<file path="src/rtl/core/dwts_pkg.sv">
// Package for the dual-window timed statistics block.
// Holds the shared widths, kind codes, the controller/datapath command struct and the reset period.
package dwts_pkg;

   localparam int PeriodWidth  = 40;
   localparam int EffWidth     = 41;
   localparam int TimeWidth    = 63;
   localparam int DataWidth    = 64;
   localparam int AddrWidth    = 1;
   localparam logic [PeriodWidth-1:0] PeriodReset = 40'd1000000000;

   localparam logic [1:0] KIND_START   = 2'd0;
   localparam logic [1:0] KIND_ACCOUNT = 2'd1;

   localparam logic [AddrWidth-1:0] REG_PERIOD = 1'b0;

   typedef struct packed {
      logic load;      // capture the request and do the start update
      logic mod_start; // start remainder for window in mod_win
      logic mod_win;
      logic mod_done;  // apply expiry for mod_win
      logic acc;       // account and choose older window
      logic div_start;
      logic out_load;
   } cmd_type;

   typedef struct packed {
      logic need0;
      logic need1;
      logic iter_busy;
      logic scale_busy; // scaled period is being recomputed after a write
   } sts_type;

endpackage

</file>
<file path="src/rtl/core/dwts_datapath.sv">
// Datapath: window registers, shared iterative 64-bit divider and result register.
// Depends on dwts_pkg.
module dwts_datapath (
   input  logic                    clock,
   input  logic                    reset,
   input  dwts_pkg::cmd_type       cmd,
   output dwts_pkg::sts_type       sts,
   input  logic [1:0]              in_kind,
   input  logic [62:0]             in_time,
   input  logic [63:0]             in_value,
   input  logic [39:0]             period,
   output logic [63:0]             o_min,
   output logic [63:0]             o_max,
   output logic [63:0]             o_mean,
   output logic [63:0]             o_sum,
   output logic [40:0]             o_elapsed
);

   logic [63:0] dl_ff [2];
   logic [63:0] mn_ff [2];
   logic [63:0] mx_ff [2];
   logic [63:0] sm_ff [2];
   logic [63:0] ct_ff [2];
   logic        old_ff;
   logic [40:0] eff_ff;
   logic [1:0]  kind_ff;
   logic [62:0] now_ff;
   logic [63:0] val_ff;

   // Restoring divider state.
   logic [63:0] quo_ff;
   logic [63:0] rem_ff;
   logic [63:0] dvs_ff;
   logic [6:0]  cnt_ff;
   logic        busy_ff;
   logic [64:0] trial;

   // Period scaling by four thirds. The value 4*period is folded as
   // r = r/4 + r%4 while r/4 is added to the quotient, which keeps
   // 4*period = 3*q + r; a final r of three adds one more.
   logic [39:0] seen_ff;
   logic [42:0] red_ff;
   logic [40:0] quo3_ff;
   logic [40:0] scaled_ff;
   logic        scale_run_ff;
   logic        period_new;

   assign trial   = {rem_ff, quo_ff[63]} - {1'b0, dvs_ff};

   assign period_new = (period != seen_ff);

   assign sts.need0      = (dl_ff[0] <= {1'b0, now_ff});
   assign sts.need1      = (dl_ff[1] <= {1'b0, now_ff});
   assign sts.iter_busy  = busy_ff;
   assign sts.scale_busy = scale_run_ff || period_new;

   always_ff @(posedge clock) begin
      if (reset) begin
         seen_ff      <= dwts_pkg::PeriodReset;
         red_ff       <= '0;
         quo3_ff      <= '0;
         scaled_ff    <= 41'(({3'b0, dwts_pkg::PeriodReset} << 2) / 3);
         scale_run_ff <= 1'b0;
      end else if (period_new) begin
         seen_ff      <= period;
         red_ff       <= {1'b0, period, 2'b00};
         quo3_ff      <= '0;
         scale_run_ff <= 1'b1;
      end else if (scale_run_ff) begin
         if (red_ff > 43'd3) begin
            quo3_ff <= quo3_ff + red_ff[42:2];
            red_ff  <= {2'b00, red_ff[42:2]} + {41'd0, red_ff[1:0]};
         end else begin
            scaled_ff    <= quo3_ff + {40'd0, (red_ff == 43'd3)};
            scale_run_ff <= 1'b0;
         end
      end
   end

   always_ff @(posedge clock) begin
      if (reset) begin
         busy_ff <= 1'b0;
         old_ff  <= 1'b0;
         eff_ff  <= 41'(({3'b0, dwts_pkg::PeriodReset} << 2) / 3);
         for (int w = 0; w < 2; w++) begin
            dl_ff[w] <= '0;
            mn_ff[w] <= '1;
            mx_ff[w] <= '0;
            sm_ff[w] <= '0;
            ct_ff[w] <= '0;
         end
      end else begin
         if (cmd.load) begin
            kind_ff <= in_kind;
            now_ff  <= in_time;
            val_ff  <= in_value;
            if (in_kind == dwts_pkg::KIND_START) begin
               eff_ff <= scaled_ff;
               old_ff <= 1'b0;
               dl_ff[0] <= {1'b0, in_time} + 64'(scaled_ff >> 1);
               dl_ff[1] <= {1'b0, in_time} + 64'(scaled_ff);
               for (int w = 0; w < 2; w++) begin
                  mn_ff[w] <= '1;
                  mx_ff[w] <= '0;
                  sm_ff[w] <= '0;
                  ct_ff[w] <= '0;
               end
            end
         end
         if (cmd.mod_start) begin
            quo_ff  <= {1'b0, now_ff} - dl_ff[cmd.mod_win];
            rem_ff  <= '0;
            dvs_ff  <= 64'(eff_ff);
            cnt_ff  <= 7'd64;
            busy_ff <= (eff_ff != '0);
         end else if (cmd.div_start) begin
            quo_ff  <= sm_ff[old_ff];
            rem_ff  <= '0;
            dvs_ff  <= ct_ff[old_ff];
            cnt_ff  <= 7'd64;
            busy_ff <= (ct_ff[old_ff] != '0);
            if (ct_ff[old_ff] == '0) quo_ff <= '0;
         end else if (busy_ff) begin
            if (!trial[64]) begin
               rem_ff <= trial[63:0];
               quo_ff <= {quo_ff[62:0], 1'b1};
            end else begin
               rem_ff <= {rem_ff[62:0], quo_ff[63]};
               quo_ff <= {quo_ff[62:0], 1'b0};
            end
            cnt_ff  <= cnt_ff - 7'd1;
            busy_ff <= (cnt_ff != 7'd1);
         end
         if (cmd.mod_done) begin
            mn_ff[cmd.mod_win] <= '1;
            mx_ff[cmd.mod_win] <= '0;
            sm_ff[cmd.mod_win] <= '0;
            ct_ff[cmd.mod_win] <= '0;
            dl_ff[cmd.mod_win] <= {1'b0, now_ff} +
               ((eff_ff == '0) ? 64'd0 : (64'(eff_ff) - rem_ff));
         end
         if (cmd.acc) begin
            old_ff <= (dl_ff[0] < dl_ff[1]) ? 1'b0 : 1'b1;
            if (kind_ff == dwts_pkg::KIND_ACCOUNT) begin
               for (int w = 0; w < 2; w++) begin
                  sm_ff[w] <= sm_ff[w] + val_ff;
                  ct_ff[w] <= ct_ff[w] + 64'd1;
                  if (val_ff < mn_ff[w]) mn_ff[w] <= val_ff;
                  if (val_ff > mx_ff[w]) mx_ff[w] <= val_ff;
               end
            end
         end
      end
   end

   always_ff @(posedge clock) begin
      if (cmd.out_load) begin
         o_min     <= (mn_ff[old_ff] != '1) ? mn_ff[old_ff] : '0;
         o_max     <= mx_ff[old_ff];
         o_mean    <= quo_ff;
         o_sum     <= sm_ff[old_ff];
         o_elapsed <= 41'(64'(eff_ff) - (dl_ff[old_ff] - {1'b0, now_ff}));
      end
   end

endmodule

</file>
<file path="src/rtl/core/dwts_ctrl.sv">
// Controller state machine sequencing expiry, accounting, mean and output.
// Depends on dwts_pkg.
module dwts_ctrl (
   input  logic                clock,
   input  logic                reset,
   input  logic                req_fire,
   input  logic                rsp_free,
   input  logic                rsp_take,
   input  dwts_pkg::sts_type   sts,
   output dwts_pkg::cmd_type   cmd,
   output logic                busy,
   output logic                rsp_valid
);

   typedef enum logic [2:0] {
      S_IDLE, S_CHK, S_MOD, S_ACC, S_DIV, S_OUT
   } state_type;

   state_type state_ff;
   logic      win_ff;
   logic      started_ff;
   logic      valid_ff;

   assign busy      = (state_ff != S_IDLE);
   assign rsp_valid = valid_ff;

   always_comb begin
      cmd = '0;
      cmd.load    = req_fire;
      cmd.mod_win = win_ff;
      case (state_ff)
         S_CHK: begin
            cmd.mod_start = win_ff ? sts.need1 : sts.need0;
         end
         S_MOD: begin
            cmd.mod_done = started_ff && !sts.iter_busy;
         end
         S_ACC:   cmd.acc = 1'b1;
         S_DIV:   cmd.div_start = !started_ff;
         S_OUT:   cmd.out_load = rsp_free;
         default: cmd = cmd;
      endcase
   end

   always_ff @(posedge clock) begin
      if (reset) begin
         state_ff   <= S_IDLE;
         win_ff     <= 1'b0;
         started_ff <= 1'b0;
         valid_ff   <= 1'b0;
      end else begin
         if (rsp_take) valid_ff <= 1'b0;
         case (state_ff)
            S_IDLE: begin
               if (req_fire) begin
                  state_ff <= S_CHK;
                  win_ff   <= 1'b0;
               end
            end
            S_CHK: begin
               if (cmd.mod_start) begin
                  state_ff   <= S_MOD;
                  started_ff <= 1'b1;
               end else if (win_ff) begin
                  state_ff <= S_ACC;
               end else begin
                  win_ff <= 1'b1;
               end
            end
            S_MOD: begin
               if (cmd.mod_done) begin
                  started_ff <= 1'b0;
                  if (win_ff) begin
                     state_ff <= S_ACC;
                  end else begin
                     state_ff <= S_CHK;
                     win_ff   <= 1'b1;
                  end
               end
            end
            S_ACC: state_ff <= S_DIV;
            S_DIV: begin
               if (!started_ff) begin
                  started_ff <= 1'b1;
               end else if (!sts.iter_busy) begin
                  started_ff <= 1'b0;
                  state_ff   <= S_OUT;
               end
            end
            S_OUT: begin
               if (rsp_free) begin
                  valid_ff <= 1'b1;
                  state_ff <= S_IDLE;
               end
            end
            default: state_ff <= S_IDLE;
         endcase
      end
   end

endmodule

</file>
<file path="src/rtl/core/dual_window_timed_statistics.sv">
// Top level of the dual-window timed statistics block.
// Depends on dwts_pkg, dwts_ctrl and dwts_datapath.
//
//   Channel   Direction  Payload
//   req_      in         tdata: kind, time_now, sample_value
//   rsp_      out        tdata: min, max, mean, total, elapsed
//   csr_      in         APB register requested_period at address 0
//
// After a request is taken, each window is checked in turn; when it has
// expired it needs a 64-step remainder on the shared restoring divider.
// Then the accounting step runs, the mean is computed on the same divider
// (no division for an empty window) and the result is loaded. A new
// request is taken only when the controller is idle. The result register
// may hold the previous result until it is taken, which stalls the load.
// After a period write the scaled period is recomputed, and no request is
// taken while this runs. Reset is synchronous and active high.
module dual_window_timed_statistics (
   input  logic         clock,
   input  logic         reset,
   input  logic         req_tvalid,
   output logic         req_tready,
   // [1:0] kind, [64:2] time_now, [128:65] sample_value, rest zero
   input  logic [135:0] req_tdata,
   output logic         rsp_tvalid,
   input  logic         rsp_tready,
   // [63:0] min_value, [127:64] max_value, [191:128] mean_value,
   // [255:192] window_total, [296:256] elapsed_ns, rest zero
   output logic [303:0] rsp_tdata,
   input  logic         csr_psel,
   input  logic         csr_penable,
   input  logic         csr_pwrite,
   input  logic [3:0]   csr_paddr,
   input  logic [63:0]  csr_pwdata,
   output logic [63:0]  csr_prdata,
   output logic         csr_pready
);

   dwts_pkg::cmd_type cmd;
   dwts_pkg::sts_type sts;
   logic        busy;
   logic        req_fire;
   logic        rsp_take;
   logic [39:0] period_ff;
   logic [63:0] o_min, o_max, o_mean, o_sum;
   logic [40:0] o_elapsed;

   assign csr_pready = 1'b1;
   assign csr_prdata = (csr_paddr[3] == dwts_pkg::REG_PERIOD) ? {24'd0, period_ff} : 64'd0;

   // The register is written on the access phase of an APB write.
   always_ff @(posedge clock) begin
      if (reset) begin
         period_ff <= dwts_pkg::PeriodReset;
      end else if (csr_psel && csr_penable && csr_pwrite &&
                   csr_paddr[3] == dwts_pkg::REG_PERIOD) begin
         period_ff <= csr_pwdata[39:0];
      end
   end

   assign req_tready = !busy && !sts.scale_busy;
   assign req_fire   = req_tvalid && req_tready;
   assign rsp_take   = rsp_tvalid && rsp_tready;

   dwts_ctrl u_ctrl (
      .clock     (clock),
      .reset     (reset),
      .req_fire  (req_fire),
      .rsp_free  (!rsp_tvalid || rsp_tready),
      .rsp_take  (rsp_take),
      .sts       (sts),
      .cmd       (cmd),
      .busy      (busy),
      .rsp_valid (rsp_tvalid)
   );

   dwts_datapath u_dp (
      .clock     (clock),
      .reset     (reset),
      .cmd       (cmd),
      .sts       (sts),
      .in_kind   (req_tdata[1:0]),
      .in_time   (req_tdata[64:2]),
      .in_value  (req_tdata[128:65]),
      .period    (period_ff),
      .o_min     (o_min),
      .o_max     (o_max),
      .o_mean    (o_mean),
      .o_sum     (o_sum),
      .o_elapsed (o_elapsed)
   );

   assign rsp_tdata = {7'd0, o_elapsed, o_sum, o_mean, o_max, o_min};

`ifndef SYNTHESIS
   // A request is never taken while one is still being worked on.
   a_no_overlap: assert property (@(posedge clock) disable iff (reset)
      busy |-> !req_tready) else $error("request taken while busy");
   // A result becomes valid only as the controller returns to idle.
   a_result_end: assert property (@(posedge clock) disable iff (reset)
      $rose(rsp_tvalid) |-> !busy) else $error("result raised while busy");
   // The result register only loads when the output side is free.
   a_no_overwrite: assert property (@(posedge clock) disable iff (reset)
      cmd.out_load |-> (!rsp_tvalid || rsp_tready)) else $error("result overwritten");
`endif

endmodule
</file>
<file path="config.mk">
export PLATFORM = sky130hd
export DESIGN_NAME = dual_window_timed_statistics
export DESIGN_NICKNAME = d
export VERILOG_FILES = /design/src/rtl/core/dwts_pkg.sv /design/src/rtl/core/dwts_datapath.sv /design/src/rtl/core/dwts_ctrl.sv /design/src/rtl/core/dual_window_timed_statistics.sv
export SDC_FILE = /design/constraint.sdc
export NUM_CORES = 2
export LEC_CHECK = 0
export BUFFER_PORTS_ARGS = -buffer_cell sky130_fd_sc_hd__buf_2
export CORE_ASPECT_RATIO = 2
export CORE_UTILIZATION = 50
export CTS_CLUSTER_DIAMETER = 30
export DETAILED_ROUTE_END_ITERATION = 8
export PLACE_DENSITY = 0.68
export REMOVE_ABC_BUFFERS = 1
export SYNTH_ARGS = -nofsm -noshare
export SYNTH_HDL_FRONTEND = slang
export SYNTH_HIERARCHICAL = 1
export SYNTH_SLANG_ARGS = --single-unit
</file>
<file path="constraint.sdc">
create_clock -name clock -period 15.3 [get_ports clock]
set_clock_uncertainty 0.15 [all_clocks]
set_input_delay 0 -clock clock [delete_from_list [all_inputs] [get_ports clock]]
set_output_delay 0 -clock clock [all_outputs]
set_load 0.02 [all_outputs]
</file>
==> run summary <==
status = complete, but fails checks
failing checks = design-rule violations, max-capacitance violations, max-slew violations
top-count cell post-synth = edfxtp_1
fin cells = 14700
P per Cell Area = 102 mW/mm^2
data arrival time of the critical path = 8.66 ns
crit end category = register
Slew @ Worst Pin = 1.55 ns
overall global routing resource usage = 0.351
DP HPWL = 297000 microns
synthesized area = 0.105 sq mm
FF/Latch Area = 0.0431 sq mm
Post-Synth Simple-Gate Area = 0.153
Root Buffer = clkbuf_16
clock sinks = 1520
number of DRC markers in iteration 0 = 7074
register area share after synthesis = 0.410
number of H-tree levels = 4
antenna viol nets, final = 0
port buffer count = 515
CTS tree = done
Synthesis Warnings = 6
syn avg cell area = 9.61 sq um
final setup TNS = 0 ns
pre-CTS WS = 7.20 ns
cell taking the most area after synthesis = edfxtp_1
number of remaining DRC errors = 1
number of synthesized register bits = 1520
final instance area = 0.122 sq mm
Slew headroom = -0.0374
CP Class = reg -> reg
post-CTS sizing = 0
Util after Layout = 0.587
final setup margin = 7.09 ns
io pins = 582
area of the multi-input gates = 0.0572 sq mm
Max VDD drop = 0.0941 mV
DR vias/cell = 6.08
fraction of the mapped netlist area in adder cells = 0.125
vias in the first global route = 90700
Post-Synth XOR/XNOR Area = 0.0610
CP max FO = 8
Total Wirelength = 383000 microns
Synth Area in Compound Gates = 0.164
predominant post-synthesis flop cell = edfxtp_1
first-pass GRT wire length = 558000 microns
library cells used by synthesis = 109
synth top area cells = edfxtp_1, ha_1, dfxtp_1
Post-CTS Setup Bufs = 0
total grt overflow = 0
Critical Path RT = 15.75 ns
placed cell area = 0.110 sq mm
Hold Crit Class = in -> reg
DR pass1 iterations = 9
core footprint = 0.208 sq mm
Async S/R FF share, synth = 0
max_cap viols = 1
worst skew pair latency = 0.92 ns
Pwr Total = 12.5 mW
R2R Setup Slk = 7.09 ns
number of synthesized flops with an enable pin = 1265
Initial Util = 0.504
Fin. Hold Viols = 0
list of most frequent post-synthesis cells = edfxtp_1, ha_1, nor2_1
Slew Limit Fails = 5
HP Start = req_tdata[2]
mux cell area share after synthesis = 0.0379
CTS Buf Count = 240
fraction of layout cells with a size suffix above 1 = 0.107
Worst-path clk slew = 0.06 ns
top-area cell type share of the netlist area = 0.361
Final period util = 0.537
routability congestion estimate from global placement = 1.04
Leakage Power = 51.5 nW
largest net degree at the start of global routing = 149
DR vias = 89600
fmax = 122 MHz
FF-to-FF Start = u_dp/eff_ff[0]$_SDFFE_PP1P_
die area = 0.212 sq mm
Cells after Synth = 10900
synthesis-to-finish area growth = 16.5%
CP startpoint = u_dp/eff_ff[0]$_SDFFE_PP1P_
Min Clock Period, post-route = 8.21 ns
fin nets = 13000
FILL cells = 17900
critical path startpoint category = register
clk buf depth = 4
Avg WL per Cell = 26.0 microns
Die Y = 650 microns
initial antenna violation count = 24
final setup vio count = 0
Fin Hold WS = 0.0484 ns
dpl cells = 13900
number of cell rows = 237
chip width = 326 microns
largest family of logic cells by synthesized area = compound AO/OA/AOI/OAI gates
RSZ-0062 raised after global routing = false
-- critical path, stage by stage, from the launching register on --
cell	delay, ns
dfxtp_1	0.67
inv_1	0.15
ha_1	0.26
fa_1	0.38
nor2b_1	0.17
o21ai_0	0.14
a21boi_1	0.28
o41a_1	0.22
o211ai_1	0.33
o31a_1	0.47
o31ai_1	0.31
and2_1	0.31
a211oi_1	0.11
a2111oi_0	0.81
ha_1	0.46
a21o_1	0.19
a21o_1	0.16
a21oi_1	0.21
o21ai_0	0.16
a31oi_2	0.37
o211ai_2	0.16
a211oi_2	0.50
nor3_1	0.11
or3b_1	0.38
xnor2_1	0.27
o211ai_1	0.14
-- sequential cells by signal, summed over array words and instances, names as in the netlist, 128 cells and up, named ones only --
register	flops
u_dp/ct_ff	128
u_dp/dl_ff	128
u_dp/mn_ff	128
u_dp/mx_ff	128
u_dp/sm_ff	128
-- where the power goes --
group	total [mW]	internal, mW	leakage, nW	switching, mW
registers	4.83	4.67	13.9	0.160
clock network	5.53	3.20	3.95	2.33
logic	2.17	0.802	33.6	1.36
total	12.5	8.67	51.5	3.85
-- final cells by class --
cell class                 instances  share of cell area
timing repair buffer            1006              0.0595
clock inverter                   187              0.0170
inverter                         863              0.0265
sequential                      1520               0.352
antenna                           15            0.000307
clock buffer                     257              0.0498
tap                             2748              0.0281
multi-input combinational       8133               0.467
-- placed cells by master (no fill, tap or decap), types with 117 or more instances in the layout --
master,Yosys,layout
inv_1,863,862
nor2b_1,209,207
nor2_1,874,869
mux2i_1,277,277
edfxtp_1,1265,1265
nor3_1,120,117
nand3_1,202,201
ha_1,970,970
a211oi_1,142,140
o21ai_0,595,595
buf_2,8,514
dlygate4sd3_1,0,385
clkbuf_16,0,240
a21o_1,491,491
nand4_1,273,273
xor2_1,344,344
nand2_1,799,794
dfxtp_1,255,252
a21oi_1,749,745
nand2b_1,260,259
xnor2_1,385,385
-- timing repair --
action	4_1_cts	5_1_grt
hold endpoints to repair	634	0
setup endpoints to repair	0	0
hold buffers	385	0
-- layer usage --
metal | global-route usage | wire [microns] | vias to the layer above
li1 | - | - | 41300
met3 | 0.0393 | 20100 | 1268
met1 | 0.355 | 131000 | 43200
met2 | 0.635 | 193000 | 3716
met5 | 0 | 26 | -
met4 | 0.306 | 39000 | 4
-- logic make-up after synthesis --
group / Yosys count
xor gates and xnor gates: 730
AOI/OAI and AO/OA: 2711
DFF: 1520
other: 2
buffers and inverters: 1310
and+or+nand+nor: 3256
muxes: 384
adders and majority gates: 1020
-- worst paths after layout --
path | end | cells past startpoint
setup / recovery | u_dp/dl_ff[1][55]$_DFFE_PP_ | 25
hold / removal | u_dp/dl_ff[1][0]$_DFFE_PP_ | 4
hold reg to reg | u_dp/o_mean[9]$_DFFE_PP_ | 0
setup reg to reg | u_dp/dl_ff[1][55]$_DFFE_PP_ | 25
(Power assumes the default switching activity.)
